==> src/hdl/cpm_pkg.sv <==
// Package for the pixel chain position map.
// Holds the stage payload types and the fixed field widths shared by all stages.
// No dependencies.
package cpm_pkg;

	localparam int COL_MAX  = 32;
	localparam int PAIR_MAX = COL_MAX / 2;
	localparam int ENABLE_W = 9;
	localparam int CNT_W    = 6;
	localparam int PROD_W   = 15;
	localparam int OFF_W    = 9;
	localparam int COL_W    = 5;
	localparam int ROW_W    = 8;
	localparam int POS_W    = 12;

	typedef logic [CNT_W-1:0] cnt_t;

	typedef struct packed {
		logic               req;
		logic               bad;
		logic [ROW_W-1:0]   row;
		logic [POS_W-1:0]   pos;
		logic [COL_MAX-1:0] act;
		logic [COL_MAX-1:0] below;
		logic [COL_MAX-1:0] ge;
	} s1_t;

	typedef struct packed {
		logic               req;
		logic               bad;
		logic [ROW_W-1:0]   row;
		logic [POS_W-1:0]   pos;
		logic [COL_MAX-1:0] act;
		cnt_t               total;
		cnt_t               rank;
		cnt_t               blk;
		cnt_t [COL_MAX-1:0] suf;
	} s2_t;

	typedef struct packed {
		logic               req;
		logic               bad;
		logic [ROW_W-1:0]   row;
		logic [POS_W-1:0]   pos;
		logic               rank_odd;
		logic               blk_odd;
		logic [PROD_W-1:0]  prod;
		logic [COL_MAX-1:0] match;
	} s3_t;

	typedef struct packed {
		logic             bad;
		logic [ROW_W-1:0] row;
		logic [COL_W-1:0] col;
		logic [POS_W-1:0] pos;
	} res_t;

endpackage

==> src/hdl/cpm_decode.sv <==
// First stage: column activity, forward checks and block threshold compares.
// Depends on cpm_pkg.
module cpm_decode #(
	parameter int NUM_COLUMNS = 18,
	parameter int NUM_ROWS    = 160
) (
	input  logic                          clk,
	input  logic                          arst_n,
	input  logic                          in_valid,
	output logic                          in_ready,
	input  logic                          req_type,
	input  logic [cpm_pkg::COL_W-1:0]     in_column,
	input  logic [cpm_pkg::ROW_W-1:0]     in_row,
	input  logic [cpm_pkg::POS_W-1:0]     in_position,
	input  logic [cpm_pkg::ENABLE_W-1:0]  column_pair_enable,
	output logic                          out_valid,
	input  logic                          out_ready,
	output cpm_pkg::s1_t                  out_data
);
	import cpm_pkg::*;

	logic [PAIR_MAX-1:0] en_ext;
	logic [COL_MAX-1:0]  act;
	logic [COL_MAX-1:0]  below;
	logic [COL_MAX-1:0]  ge;
	logic                fwd_bad;
	logic                valid_s1;
	s1_t                 data_s1;

	always_comb begin
		en_ext = PAIR_MAX'(column_pair_enable);
		for (int c = 0; c < COL_MAX; c++) begin
			act[c]   = (c < NUM_COLUMNS) && en_ext[c/2];
			below[c] = act[c] && (COL_W'(c) < in_column);
			ge[c]    = (c < NUM_COLUMNS) &&
				(PROD_W'(in_position) >= PROD_W'((c + 1) * NUM_ROWS));
		end
		fwd_bad = !act[in_column] || ({2'b00, in_row} >= 10'(NUM_ROWS));
	end

	assign in_ready = !valid_s1 || out_ready;

	always_ff @(posedge clk or negedge arst_n) begin
		if (!arst_n) begin
			valid_s1 <= 1'b0;
		end else if (in_ready) begin
			valid_s1 <= in_valid;
		end
	end

	always_ff @(posedge clk) begin
		if (in_ready && in_valid) begin
			data_s1.req   <= req_type;
			data_s1.bad   <= fwd_bad;
			data_s1.row   <= in_row;
			data_s1.pos   <= in_position;
			data_s1.act   <= act;
			data_s1.below <= below;
			data_s1.ge    <= ge;
		end
	end

	assign out_valid = valid_s1;
	assign out_data  = data_s1;

endmodule

==> src/hdl/cpm_count.sv <==
// Second stage: population counts for the active total, rank, block and suffixes.
// Depends on cpm_pkg.
module cpm_count (
	input  logic         clk,
	input  logic         arst_n,
	input  logic         in_valid,
	output logic         in_ready,
	input  cpm_pkg::s1_t in_data,
	output logic         out_valid,
	input  logic         out_ready,
	output cpm_pkg::s2_t out_data
);
	import cpm_pkg::*;

	cnt_t               total;
	cnt_t               rank;
	cnt_t               blk;
	cnt_t [COL_MAX-1:0] suf;
	logic               valid_s2;
	s2_t                data_s2;

	always_comb begin
		total = CNT_W'($countones(in_data.act));
		rank  = CNT_W'($countones(in_data.below));
		blk   = CNT_W'($countones(in_data.ge));
		for (int c = 0; c < COL_MAX; c++) begin
			suf[c] = CNT_W'($countones(in_data.act >> c));
		end
	end

	assign in_ready = !valid_s2 || out_ready;

	always_ff @(posedge clk or negedge arst_n) begin
		if (!arst_n) begin
			valid_s2 <= 1'b0;
		end else if (in_ready) begin
			valid_s2 <= in_valid;
		end
	end

	always_ff @(posedge clk) begin
		if (in_ready && in_valid) begin
			data_s2.req   <= in_data.req;
			data_s2.bad   <= in_data.bad;
			data_s2.row   <= in_data.row;
			data_s2.pos   <= in_data.pos;
			data_s2.act   <= in_data.act;
			data_s2.total <= total;
			data_s2.rank  <= rank;
			data_s2.blk   <= blk;
			data_s2.suf   <= suf;
		end
	end

	assign out_valid = valid_s2;
	assign out_data  = data_s2;

endmodule

==> src/hdl/cpm_scale.sv <==
// Third stage: block times row count, range check and active column match.
// Depends on cpm_pkg.
module cpm_scale #(
	parameter int NUM_ROWS = 160
) (
	input  logic         clk,
	input  logic         arst_n,
	input  logic         in_valid,
	output logic         in_ready,
	input  cpm_pkg::s2_t in_data,
	output logic         out_valid,
	input  logic         out_ready,
	output cpm_pkg::s3_t out_data
);
	import cpm_pkg::*;

	cnt_t               fwd_blk;
	cnt_t               mult_in;
	cnt_t               target;
	logic [PROD_W-1:0]  prod;
	logic [COL_MAX-1:0] match;
	logic               bad;
	logic               valid_s3;
	s3_t                data_s3;

	always_comb begin
		fwd_blk = in_data.total - in_data.rank - CNT_W'(in_data.rank[0]);
		mult_in = in_data.req ? in_data.blk : fwd_blk;
		prod    = PROD_W'(mult_in) * PROD_W'(NUM_ROWS);
		target  = in_data.blk + CNT_W'(1);
		for (int c = 0; c < COL_MAX; c++) begin
			match[c] = in_data.act[c] && (in_data.suf[c] == target);
		end
		bad = in_data.req ? (in_data.blk >= in_data.total) : in_data.bad;
	end

	assign in_ready = !valid_s3 || out_ready;

	always_ff @(posedge clk or negedge arst_n) begin
		if (!arst_n) begin
			valid_s3 <= 1'b0;
		end else if (in_ready) begin
			valid_s3 <= in_valid;
		end
	end

	always_ff @(posedge clk) begin
		if (in_ready && in_valid) begin
			data_s3.req      <= in_data.req;
			data_s3.bad      <= bad;
			data_s3.row      <= in_data.row;
			data_s3.pos      <= in_data.pos;
			data_s3.rank_odd <= in_data.rank[0];
			data_s3.blk_odd  <= in_data.blk[0];
			data_s3.prod     <= prod;
			data_s3.match    <= match;
		end
	end

	assign out_valid = valid_s3;
	assign out_data  = data_s3;

endmodule

==> src/hdl/cpm_finish.sv <==
// Fourth stage: final position, row offset and column encode into the output register.
// Depends on cpm_pkg.
module cpm_finish #(
	parameter int NUM_ROWS = 160
) (
	input  logic          clk,
	input  logic          arst_n,
	input  logic          in_valid,
	output logic          in_ready,
	input  cpm_pkg::s3_t  in_data,
	output logic          out_valid,
	input  logic          out_ready,
	output cpm_pkg::res_t out_data
);
	import cpm_pkg::*;

	logic [PROD_W-1:0] fwd_pos;
	logic [PROD_W-1:0] diff;
	logic [OFF_W-1:0]  off;
	logic [OFF_W-1:0]  inv_row;
	logic [COL_W-1:0]  col;
	res_t              res;
	logic              valid_s4;
	res_t              data_s4;

	always_comb begin
		if (in_data.rank_odd) begin
			fwd_pos = in_data.prod + PROD_W'(in_data.row);
		end else begin
			fwd_pos = in_data.prod - PROD_W'(in_data.row) - PROD_W'(1);
		end
		diff    = PROD_W'(in_data.pos) - in_data.prod;
		off     = diff[OFF_W-1:0];
		inv_row = in_data.blk_odd ? (OFF_W'(NUM_ROWS - 1) - off) : off;
		col     = '0;
		for (int c = 0; c < COL_MAX; c++) begin
			if (in_data.match[c]) begin
				col = col | COL_W'(c);
			end
		end
		res = '0;
		res.bad = in_data.bad;
		if (!in_data.bad) begin
			if (in_data.req) begin
				res.col = col;
				res.row = inv_row[ROW_W-1:0];
			end else begin
				res.pos = fwd_pos[POS_W-1:0];
			end
		end
	end

	assign in_ready = !valid_s4 || out_ready;

	always_ff @(posedge clk or negedge arst_n) begin
		if (!arst_n) begin
			valid_s4 <= 1'b0;
		end else if (in_ready) begin
			valid_s4 <= in_valid;
		end
	end

	always_ff @(posedge clk) begin
		if (in_ready && in_valid) begin
			data_s4 <= res;
		end
	end

	assign out_valid = valid_s4;
	assign out_data  = data_s4;

endmodule

==> src/hdl/pixel_chain_position_map.sv <==
// Top level of the pixel chain position map: stream ports, enable register, four stages.
// Depends on cpm_pkg, cpm_decode, cpm_count, cpm_scale and cpm_finish.
//
// Channel   Direction  Signals                         Contents
// s_*       in         s_tvalid s_tready s_tdata s_tuser  one request word
// m_*       out        m_tvalid m_tready m_tdata m_tuser  one result word
// cfg_*     in         cfg_wr_en cfg_wr_data              column pair enables
//
// Every word passes four register stages, and a new request is taken every cycle
// while the result side does not stall.
// The stages are decode, population count, row scaling and final assembly.
// Reset clears the stage valid bits and the enable register; any word in flight is dropped.
// A stall on the result side holds the last stage and backs up only full stages.
module pixel_chain_position_map #(
	parameter int NUM_COLUMNS = 18,
	parameter int NUM_ROWS    = 160
) (
	input  logic        clk,
	input  logic        arst_n,
	input  logic        s_tvalid,
	output logic        s_tready,
	// in_column [4:0], in_row [12:5], in_position [24:13], zero fill above.
	input  logic [31:0] s_tdata,
	// req_type.
	input  logic        s_tuser,
	output logic        m_tvalid,
	input  logic        m_tready,
	// out_position [11:0], out_column [16:12], out_row [24:17], zero fill above.
	output logic [31:0] m_tdata,
	// bad_request.
	output logic        m_tuser,
	input  logic        cfg_wr_en,
	input  logic [8:0]  cfg_wr_data
);
	import cpm_pkg::*;

	logic [ENABLE_W-1:0] column_pair_enable_q;
	logic                v1, r1, v2, r2, v3, r3;
	s1_t                 d1;
	s2_t                 d2;
	s3_t                 d3;
	res_t                res;

	always_ff @(posedge clk or negedge arst_n) begin
		if (!arst_n) begin
			column_pair_enable_q <= '0;
		end else if (cfg_wr_en) begin
			column_pair_enable_q <= cfg_wr_data;
		end
	end

	cpm_decode #(
		.NUM_COLUMNS(NUM_COLUMNS),
		.NUM_ROWS(NUM_ROWS)
	) u_decode (
		.clk(clk),
		.arst_n(arst_n),
		.in_valid(s_tvalid),
		.in_ready(s_tready),
		.req_type(s_tuser),
		.in_column(s_tdata[4:0]),
		.in_row(s_tdata[12:5]),
		.in_position(s_tdata[24:13]),
		.column_pair_enable(column_pair_enable_q),
		.out_valid(v1),
		.out_ready(r1),
		.out_data(d1)
	);

	cpm_count u_count (
		.clk(clk),
		.arst_n(arst_n),
		.in_valid(v1),
		.in_ready(r1),
		.in_data(d1),
		.out_valid(v2),
		.out_ready(r2),
		.out_data(d2)
	);

	cpm_scale #(
		.NUM_ROWS(NUM_ROWS)
	) u_scale (
		.clk(clk),
		.arst_n(arst_n),
		.in_valid(v2),
		.in_ready(r2),
		.in_data(d2),
		.out_valid(v3),
		.out_ready(r3),
		.out_data(d3)
	);

	cpm_finish #(
		.NUM_ROWS(NUM_ROWS)
	) u_finish (
		.clk(clk),
		.arst_n(arst_n),
		.in_valid(v3),
		.in_ready(r3),
		.in_data(d3),
		.out_valid(m_tvalid),
		.out_ready(m_tready),
		.out_data(res)
	);

	assign m_tdata = {7'b0, res.row, res.col, res.pos};
	assign m_tuser = res.bad;

`ifndef SYNTHESIS
	a_bad_zero: assert property (@(posedge clk) disable iff (!arst_n)
		m_tvalid && m_tuser |-> m_tdata == 32'd0)
		else $error("bad result carries nonzero fields");

	a_empty_ready: assert property (@(posedge clk) disable iff (!arst_n)
		!m_tvalid |-> s_tready)
		else $error("input stalled while output stage is empty");

	a_col_range: assert property (@(posedge clk) disable iff (!arst_n)
		m_tvalid |-> 32'(m_tdata[16:12]) < NUM_COLUMNS)
		else $error("result column beyond column count");
`endif

endmodule
==> config.mk <==
export PLATFORM = sky130hd
export DESIGN_NAME = pixel_chain_position_map
export DESIGN_NICKNAME = d
export VERILOG_FILES = /design/src/hdl/cpm_pkg.sv /design/src/hdl/cpm_decode.sv /design/src/hdl/cpm_count.sv /design/src/hdl/cpm_scale.sv /design/src/hdl/cpm_finish.sv /design/src/hdl/pixel_chain_position_map.sv
export SDC_FILE = /design/constraint.sdc
export NUM_CORES = 1
export LEC_CHECK = 0
export ABC_AREA = 1
export BUFFER_PORTS_ARGS = -buffer_cell sky130_fd_sc_hd__clkbuf_2
export CAP_MARGIN = 20
export CORE_ASPECT_RATIO = 0.5
export CORE_MARGIN = 10
export CORE_UTILIZATION = 65
export CTS_CLUSTER_DIAMETER = 120
export DETAILED_ROUTE_END_ITERATION = 7
export PLACE_DENSITY_LB_ADDON = 0.15
export SKIP_LAST_GASP = 1
export SLEW_MARGIN = 20
export SYNTH_ARGS = -nofsm -noshare
export SYNTH_HDL_FRONTEND = slang
export SYNTH_HIERARCHICAL = 1
export SYNTH_SLANG_ARGS = --single-unit
==> constraint.sdc <==
create_clock -name clk -period 34.3 [get_ports clk]
set_input_delay 6.86 -clock clk [delete_from_list [all_inputs] [get_ports clk]]
set_output_delay 6.86 -clock clk [all_outputs]
set_load 0.005 [all_outputs]
==> results by group, run 1 <==
Die
  – Number of placed I/O pins: 82
  – Core Box Area: 0.04218 sq mm
  – Row count: 53
  – Starting Density: 66.17%
  – X dimension of the die: 313.0 um
  – Area enclosed by the die boundary: 0.05212 sq mm
  – Die boundary height: 166.5 um

Global routing
  – Largest net degree at the start of global routing: 85
  – Global routing usage summed across all routing layers: 22.99%
  – Overflow left after global routing: 0
  – Wire length of the first global-routing pass: 95,110 um
  – Via count of the first global-routing pass: roughly 18,000
  – Number of antenna violations at the first check in global routing: 1

Synthesis
  – Post-Syn Area: between 0.02 and 0.03 sq mm
  – Mapped Cells: 2,622
  – Warnings from Yosys: 6
  – Avg Synthesized Cell Area: around 11 sq um

Power
  – Fraction of power spent switching nets: 43.92%
  – Power per unit of standard cell area: 111.6 mW/mm^2
  – Switching power: 1.451 mW
  – Part of the power in combinational logic: 61.6%
  – Clk pwr share: 12.2%
  – LEAKAGE: 14.11 nW
  – Internal cell power: 1.853 mW
  – Fraction of power consumed by sequential logic: approximately a quarter
  – Worst IR drop on VDD: 98.48 uV

Finish
  – Fraction of layout instances using a drive strength above 1: approximately 7.8%
  – Post-route core utilization: 70.19%
  – Seq. cell area: between 0.01 and 0.015 sq mm
  – Synthesis-to-finish area growth: 6.071%
  – Antenna cell count: 0
  – Total of fill cells in the finished design: between 3,000 and 4,000
  – Area taken by multi-input logic gates: 0.01452 sq mm
  – Total number of nets in the final design: 3,234

Setup path
  – Kind of capture point of the worst setup path: output port
  – CP peak stage delay: 0.14 ns
  – Category of the most critical setup path: primary input to output port
  – Endpoint arrival time on the critical path: 7.87 ns
  – Critical Path Slowest Stage Cell: sky130_fd_sc_hd__inv_1
  – Kind of start point of the critical path: primary input
  – Critical path peak fanout: 2
  – CP Data Required Time: 27.44 ns
  – Cells along the critical path: clkbuf_2, inv_1, nand2_1, inv_1, nand2_1, inv_1, nand2_1, inv_1, nand2_1, clkbuf_2

Clocking
  – CTS max path bufs: 3
  – Total of hold buffers inserted after clock tree synthesis: 0
  – CTS sink count: 380
  – Number of buffers created by CTS: 38
  – Number of H-tree branching levels: 2
  – Number of cells upsized or downsized after cts: 0
  – CTS tree: built
  – Clock insertion delay at the later pin of the skew report: 0.56 ns
  – Root buffer cell: sky130_fd_sc_hd__clkbuf_16
  – CTS clock-pin slew for the worst setup and hold paths: roughly 0.06 ns
  – Number of buffers inserted to repair setup after CTS: 0

Timing
  – Setup total negative slack: 0 ns
  – Fin. max-slew vios: 0
  – Max-slew headroom: 32.34%
  – Hold violation total from the final report: 0
  – Clock Skews: 0.02776 ns
  – Min Clock Period, post-route: approximately 15 ns
  – Least-Margin Pin Slew: 1.013 ns
  – FMAX: 0.06787 GHz
  – Final critical-path share of the clock period: 42.96%
  – Count of endpoints failing setup in the final report: 0
  – RSZ-0062 raised after global routing: false

Routing
  – Total number of vias: about 18,000
  – Average wire per standard cell: approximately 18 um
  – Sum of routed wire length over all layers: 58,940 um
  – # DRC: 0
  – Drt initial violations: 1,284
  – Vias per Instance: 5.468
  – Drt first pass iters: 5
  – Post-detailed-route count of antenna-violating nets: 0

Placed design
  – Placer's final routability congestion estimate: 0.9151
  – Number of buffers added on ports: 67
  – HPWL after DPL: 45,110 um

Outcome
  – Outcome: finished clean

Min path
  – Worst hold path class: flop to flop

Flow run
  – Reported max-cap violation count: 0
## cells in the final DEF, fill, tap and decap left out, types with 3 or more instances in the layout
cell and n:
sky130_fd_sc_hd__buf_4 10, sky130_fd_sc_hd__o2111ai_1 8, sky130_fd_sc_hd__nand3_1 122, sky130_fd_sc_hd__fa_1 188
sky130_fd_sc_hd__o21bai_1 3, sky130_fd_sc_hd__nand3b_1 11, sky130_fd_sc_hd__conb_1 86, sky130_fd_sc_hd__clkbuf_16 39
sky130_fd_sc_hd__clkinvlp_4 3, sky130_fd_sc_hd__nor3_1 15, sky130_fd_sc_hd__nor4_1 32, sky130_fd_sc_hd__o21ai_2 3
sky130_fd_sc_hd__o21ai_0 73, sky130_fd_sc_hd__a31oi_1 7, sky130_fd_sc_hd__clkbuf_1 7, sky130_fd_sc_hd__clkinv_2 8
sky130_fd_sc_hd__or2_2 14, sky130_fd_sc_hd__xor2_1 68, sky130_fd_sc_hd__inv_1 356, sky130_fd_sc_hd__nand4_1 12
sky130_fd_sc_hd__clkinv_1 8, sky130_fd_sc_hd__nand2_2 10, sky130_fd_sc_hd__o21ai_1 5, sky130_fd_sc_hd__a21oi_1 99
sky130_fd_sc_hd__ha_1 319, sky130_fd_sc_hd__a41oi_1 3, sky130_fd_sc_hd__nand3_2 5, sky130_fd_sc_hd__clkbuf_2 67
sky130_fd_sc_hd__nor2_2 4, sky130_fd_sc_hd__nand2_1 417, sky130_fd_sc_hd__a21oi_2 3, sky130_fd_sc_hd__xnor2_1 97
sky130_fd_sc_hd__edfxtp_1 367, sky130_fd_sc_hd__nor3_2 8, sky130_fd_sc_hd__a21oi_4 4, sky130_fd_sc_hd__dfrtp_1 13
sky130_fd_sc_hd__nor2_1 169, sky130_fd_sc_hd__inv_2 11
## sequential cells by signal (all words and copies together), names as in the netlist
| register | flops |
|---|---|
| u_finish/out_data | 26 |
| column_pair_enable_q | 9 |
| u_count/out_valid | 1 |
| u_count/out_data | 220 |
| u_scale/out_data | 58 |
| u_scale/out_valid | 1 |
| u_decode/out_valid | 1 |
| u_finish/out_valid | 1 |
| u_decode/out_data | 63 |
## cell type report
class / count / share of cell area (%)
tap: 577 / 2.439
clock inverter: 21 / 0.5284
inverter: 371 / 4.738
multi-input combinational: 1810 / 49.06
timing repair buffer: 78 / 1.424
clock buffer: 48 / 3.479
sequential: 380 / 38.33
## stage by stage
| step | hold WS, ns | power [mW] | std cells | worst slack, ns | cell area, sq um |
|---|---|---|---|---|---|
| after global routing | 0.4197 | 3.648 | 3285 | 19.44 | 29600 |
| after floorplan | 0.4003 | 2.416 | 2704 | 15.80 | 28210 |
| final | 0.4146 | 3.304 | 3285 | 19.57 | 29600 |
| after global placement | 0.4013 | 2.733 | 3216 | 19.56 | 28410 |
| after CTS | 0.4155 | 3.253 | 3285 | 19.53 | 29600 |
| after detailed placement | 0.4054 | 2.830 | 3216 | 19.53 | 28410 |
## layer usage
layer	vias to the layer above	GRT usage, %	wire [um]
li1	8653	-	-
met1	8691	31.29	25870
met2	533	36.65	26560
met3	86	5.387	5006
met4	0	6.333	1502
met5	-	0	0
## worst max-delay path: cells and delay by family
kind / cells / cell delay [ns]
AND/OR/NAND/NOR: 4 / 0.35
buffers and inverters: 6 / 0.67
## final timing paths
path	end	slack, ns	from	depth (start not counted)
setup / recovery	s_tready	19.57	m_tready	10
hold / removal	u_count/out_data[263]$_DFFE_PP_	0.41	u_decode/out_data[117]$_DFFE_PP_	0
setup reg to reg	u_count/out_data[202]$_DFFE_PP_	28.46	u_decode/out_data[40]$_DFFE_PP_	16
hold reg to reg	u_count/out_data[263]$_DFFE_PP_	0.41	u_decode/out_data[117]$_DFFE_PP_	0
max in group asynchronous	u_finish/out_valid$_DFFE_PN0N_	27.78	arst_n	1
min in group asynchronous	column_pair_enable_q[8]$_DFFE_PN0P_	6.22	arst_n	1
## power groups by stage
stage          Clock, mW  Combinational [mW]  Sequential (mW)
2_1_floorplan          0                1.56            0.855
4_1_cts            0.411                1.98            0.865
6_report           0.404                2.04            0.865
3_5_place_dp           0                1.96            0.874
5_1_grt            0.432                2.34            0.879
3_3_place_gp           0                1.86            0.868
Note: power is estimated with default switching activity, not from simulation.
==> run 2, diff against run 1 <==
--- a/config.mk
+++ b/config.mk
@@ -5,12 +5,12 @@
 export SDC_FILE = /design/constraint.sdc
 export NUM_CORES = 1
 export LEC_CHECK = 0
-export ABC_AREA = 1
+export ABC_AREA = 0
 export BUFFER_PORTS_ARGS = -buffer_cell sky130_fd_sc_hd__clkbuf_2
 export CAP_MARGIN = 20
 export CORE_ASPECT_RATIO = 0.5
 export CORE_MARGIN = 10
-export CORE_UTILIZATION = 65
+export CORE_UTILIZATION = 59
 export CTS_CLUSTER_DIAMETER = 120
 export DETAILED_ROUTE_END_ITERATION = 7
 export PLACE_DENSITY_LB_ADDON = 0.15
==> constraint.sdc (replaced) <==
create_clock -name clk -period 12.65 [get_ports clk]
set_input_delay 2.53 -clock clk [delete_from_list [all_inputs] [get_ports clk]]
set_output_delay 2.53 -clock clk [all_outputs]
set_load 0.005 [all_outputs]
==> results by group, run 2 <==
Outcome
  – Outcome: finished clean

Clocking
  – CTS max path bufs: 3
  – Clock insertion delay at the later pin of the skew report: ~0.56 ns
  – Total of hold buffers inserted after clock tree synthesis: 0
  – CTS tree: built
  – Number of cells upsized or downsized after cts: 0
  – Number of buffers inserted to repair setup after CTS: 0
  – Number of buffers created by CTS: 38
  – Number of H-tree branching levels: 2
  – CTS sink count: 380
  – CTS clock-pin slew for the worst setup and hold paths: 0.06 ns
  – Root buffer cell: sky130_fd_sc_hd__clkbuf_16

Synthesis
  – Avg Synthesized Cell Area: around 13 sq um
  – Warnings from Yosys: 6
  – Post-Syn Area: 0.02721 sq mm
  – Mapped Cells: about 2,100

Placed design
  – Placer's final routability congestion estimate: 0.8965
  – Pre-CTS setup slack: 6.649 ns
  – Number of buffers added on ports: 67
  – Inst Count DP: 2,726
  – HPWL after DPL: between 40,000 and 50,000 um

Min path
  – Worst hold path class: flop to flop
  – Worst hold stages: 0

Finish
  – Count of placed standard cells in the final layout, fillers left out: 2,796
  – Seq. cell area: between 0.01 and 0.015 sq mm
  – Top library cells by usage in the layout, fill and taps aside: 367 x sky130_fd_sc_hd__edfxtp_1, 319 x sky130_fd_sc_hd__ha_1, 259 x sky130_fd_sc_hd__inv_1
  – Total of fill cells in the finished design: approximately 3,400
  – Fraction of layout instances using a drive strength above 1: around 8%
  – Antenna cell count: 0
  – Max reg flops: 220
  – Synthesis-to-finish area growth: 6.608%
  – Area taken by multi-input logic gates: 0.01422 sq mm
  – Most frequent standard cell in the layout excluding fill and tap cells: sky130_fd_sc_hd__edfxtp_1
  – Total number of nets in the final design: roughly 2,700

Timing
  – Setup total negative slack: 0 ns
  – Final critical-path share of the clock period: ~47%
  – RSZ-0062 raised after global routing: false
  – Worst-case setup margin in the final layout: 6.667 ns
  – Clock Skews: 0.02650 ns
  – FMAX: 0.1672 GHz
  – Fin. max-slew vios: 0
  – Count of endpoints failing setup in the final report: 0
  – Max-slew headroom: 25.81%
  – Min Clock Period, post-route: 5.983 ns
  – Hold violation total from the final report: 0
  – Least-Margin Pin Slew: ~1.1 ns

Routing
  – Drt initial violations: roughly 1,100
  – # DRC: 0
  – Post-detailed-route count of antenna-violating nets: 0
  – Drt first pass iters: 7
  – Total number of vias: 15,266
  – Vias per Instance: 5.460
  – Average wire per standard cell: 20.04 um
  – Sum of routed wire length over all layers: 56,040 um

Global routing
  – Overflow left after global routing: 0
  – Via count of the first global-routing pass: between 15,000 and 20,000
  – Wire length of the first global-routing pass: 88,930 um
  – Largest net degree at the start of global routing: 190
  – Global routing usage summed across all routing layers: 20.83%
  – Number of antenna violations at the first check in global routing: 3

Setup path
  – Critical path peak fanout: 3
  – Endpoint arrival time on the critical path: 3.45 ns
  – Cell count of the worst reg-to-reg path: 18
  – Kind of capture point of the worst setup path: output port
  – CP Data Required Time: 10.12 ns
  – Category of the most critical setup path: primary input to output port
  – Kind of start point of the critical path: primary input

Die
  – Core Box Area: 0.04535 sq mm
  – Die boundary height: 171.9 um
  – Row count: 55
  – X dimension of the die: 323.7 um
  – Starting Density: 60.00%
  – Area enclosed by the die boundary: 0.05563 sq mm
  – Number of placed I/O pins: 82

Flow run
  – Reported max-cap violation count: 0
run 2: through the flow:
stage | util [%] | hold WS, ns | cell area [sq um]
2_1_floorplan | - | 0.4003 | 27520
3_3_place_gp | 61.11 | 0.4010 | 27710
3_5_place_dp | 61.11 | 0.4045 | 27710
4_1_cts | 63.96 | 0.4200 | 29010
5_1_grt | 63.96 | 0.4257 | 29010
6_report | 63.96 | 0.4180 | 29010
run 2: layout make-up:
class                           count  area share, %
Sequential cell                   380          39.11
Inverter                          259          3.351
Multi-Input combinational cell   1412          49.03
Tap cell                          598          2.579
Clock inverter                     24          1.048
Clock buffer                       46          3.416
Timing Repair Buffer               77          1.458
run 2: metal layers:
| metal | up-vias | global-route usage [%] | wire length, um |
|---|---|---|---|
| met5 | - | 0 | 7 |
| met1 | 7582 | 28.46 | 25390 |
| met2 | 362 | 33.66 | 25360 |
| met3 | 66 | 5.332 | 4351 |
| li1 | 7254 | - | - |
| met4 | 2 | 3.874 | 935 |
run 2: final timing paths:
| path | startpoint | end | slack, ns |
|---|---|---|---|
| setup / recovery | m_tready | s_tready | 6.67 |
| hold / removal | u_decode/out_data[114]$_DFFE_PP_ | u_count/out_data[260]$_DFFE_PP_ | 0.42 |
| setup reg to reg | u_decode/out_data[40]$_DFFE_PP_ | u_count/out_data[203]$_DFFE_PP_ | 6.70 |
| hold reg to reg | u_decode/out_data[114]$_DFFE_PP_ | u_count/out_data[260]$_DFFE_PP_ | 0.42 |
| max in group asynchronous | arst_n | column_pair_enable_q[6]$_DFFE_PN0P_ | 10.36 |
| min in group asynchronous | arst_n | u_decode/out_valid$_DFFE_PN0N_ | 1.93 |
run 2: critical path, cell delays in order:
cell and delay [ns]:
sky130_fd_sc_hd__clkbuf_2 0.08, sky130_fd_sc_hd__nand2b_1 0.17, sky130_fd_sc_hd__nand2b_1 0.19, sky130_fd_sc_hd__nand2b_1 0.19, sky130_fd_sc_hd__nand2b_1 0.18, sky130_fd_sc_hd__clkbuf_2 0.12
Power of run 2 is left out: the tool's default activity adds up to more than one toggle a clock period on the data nets, which glitch-free logic cannot reach.
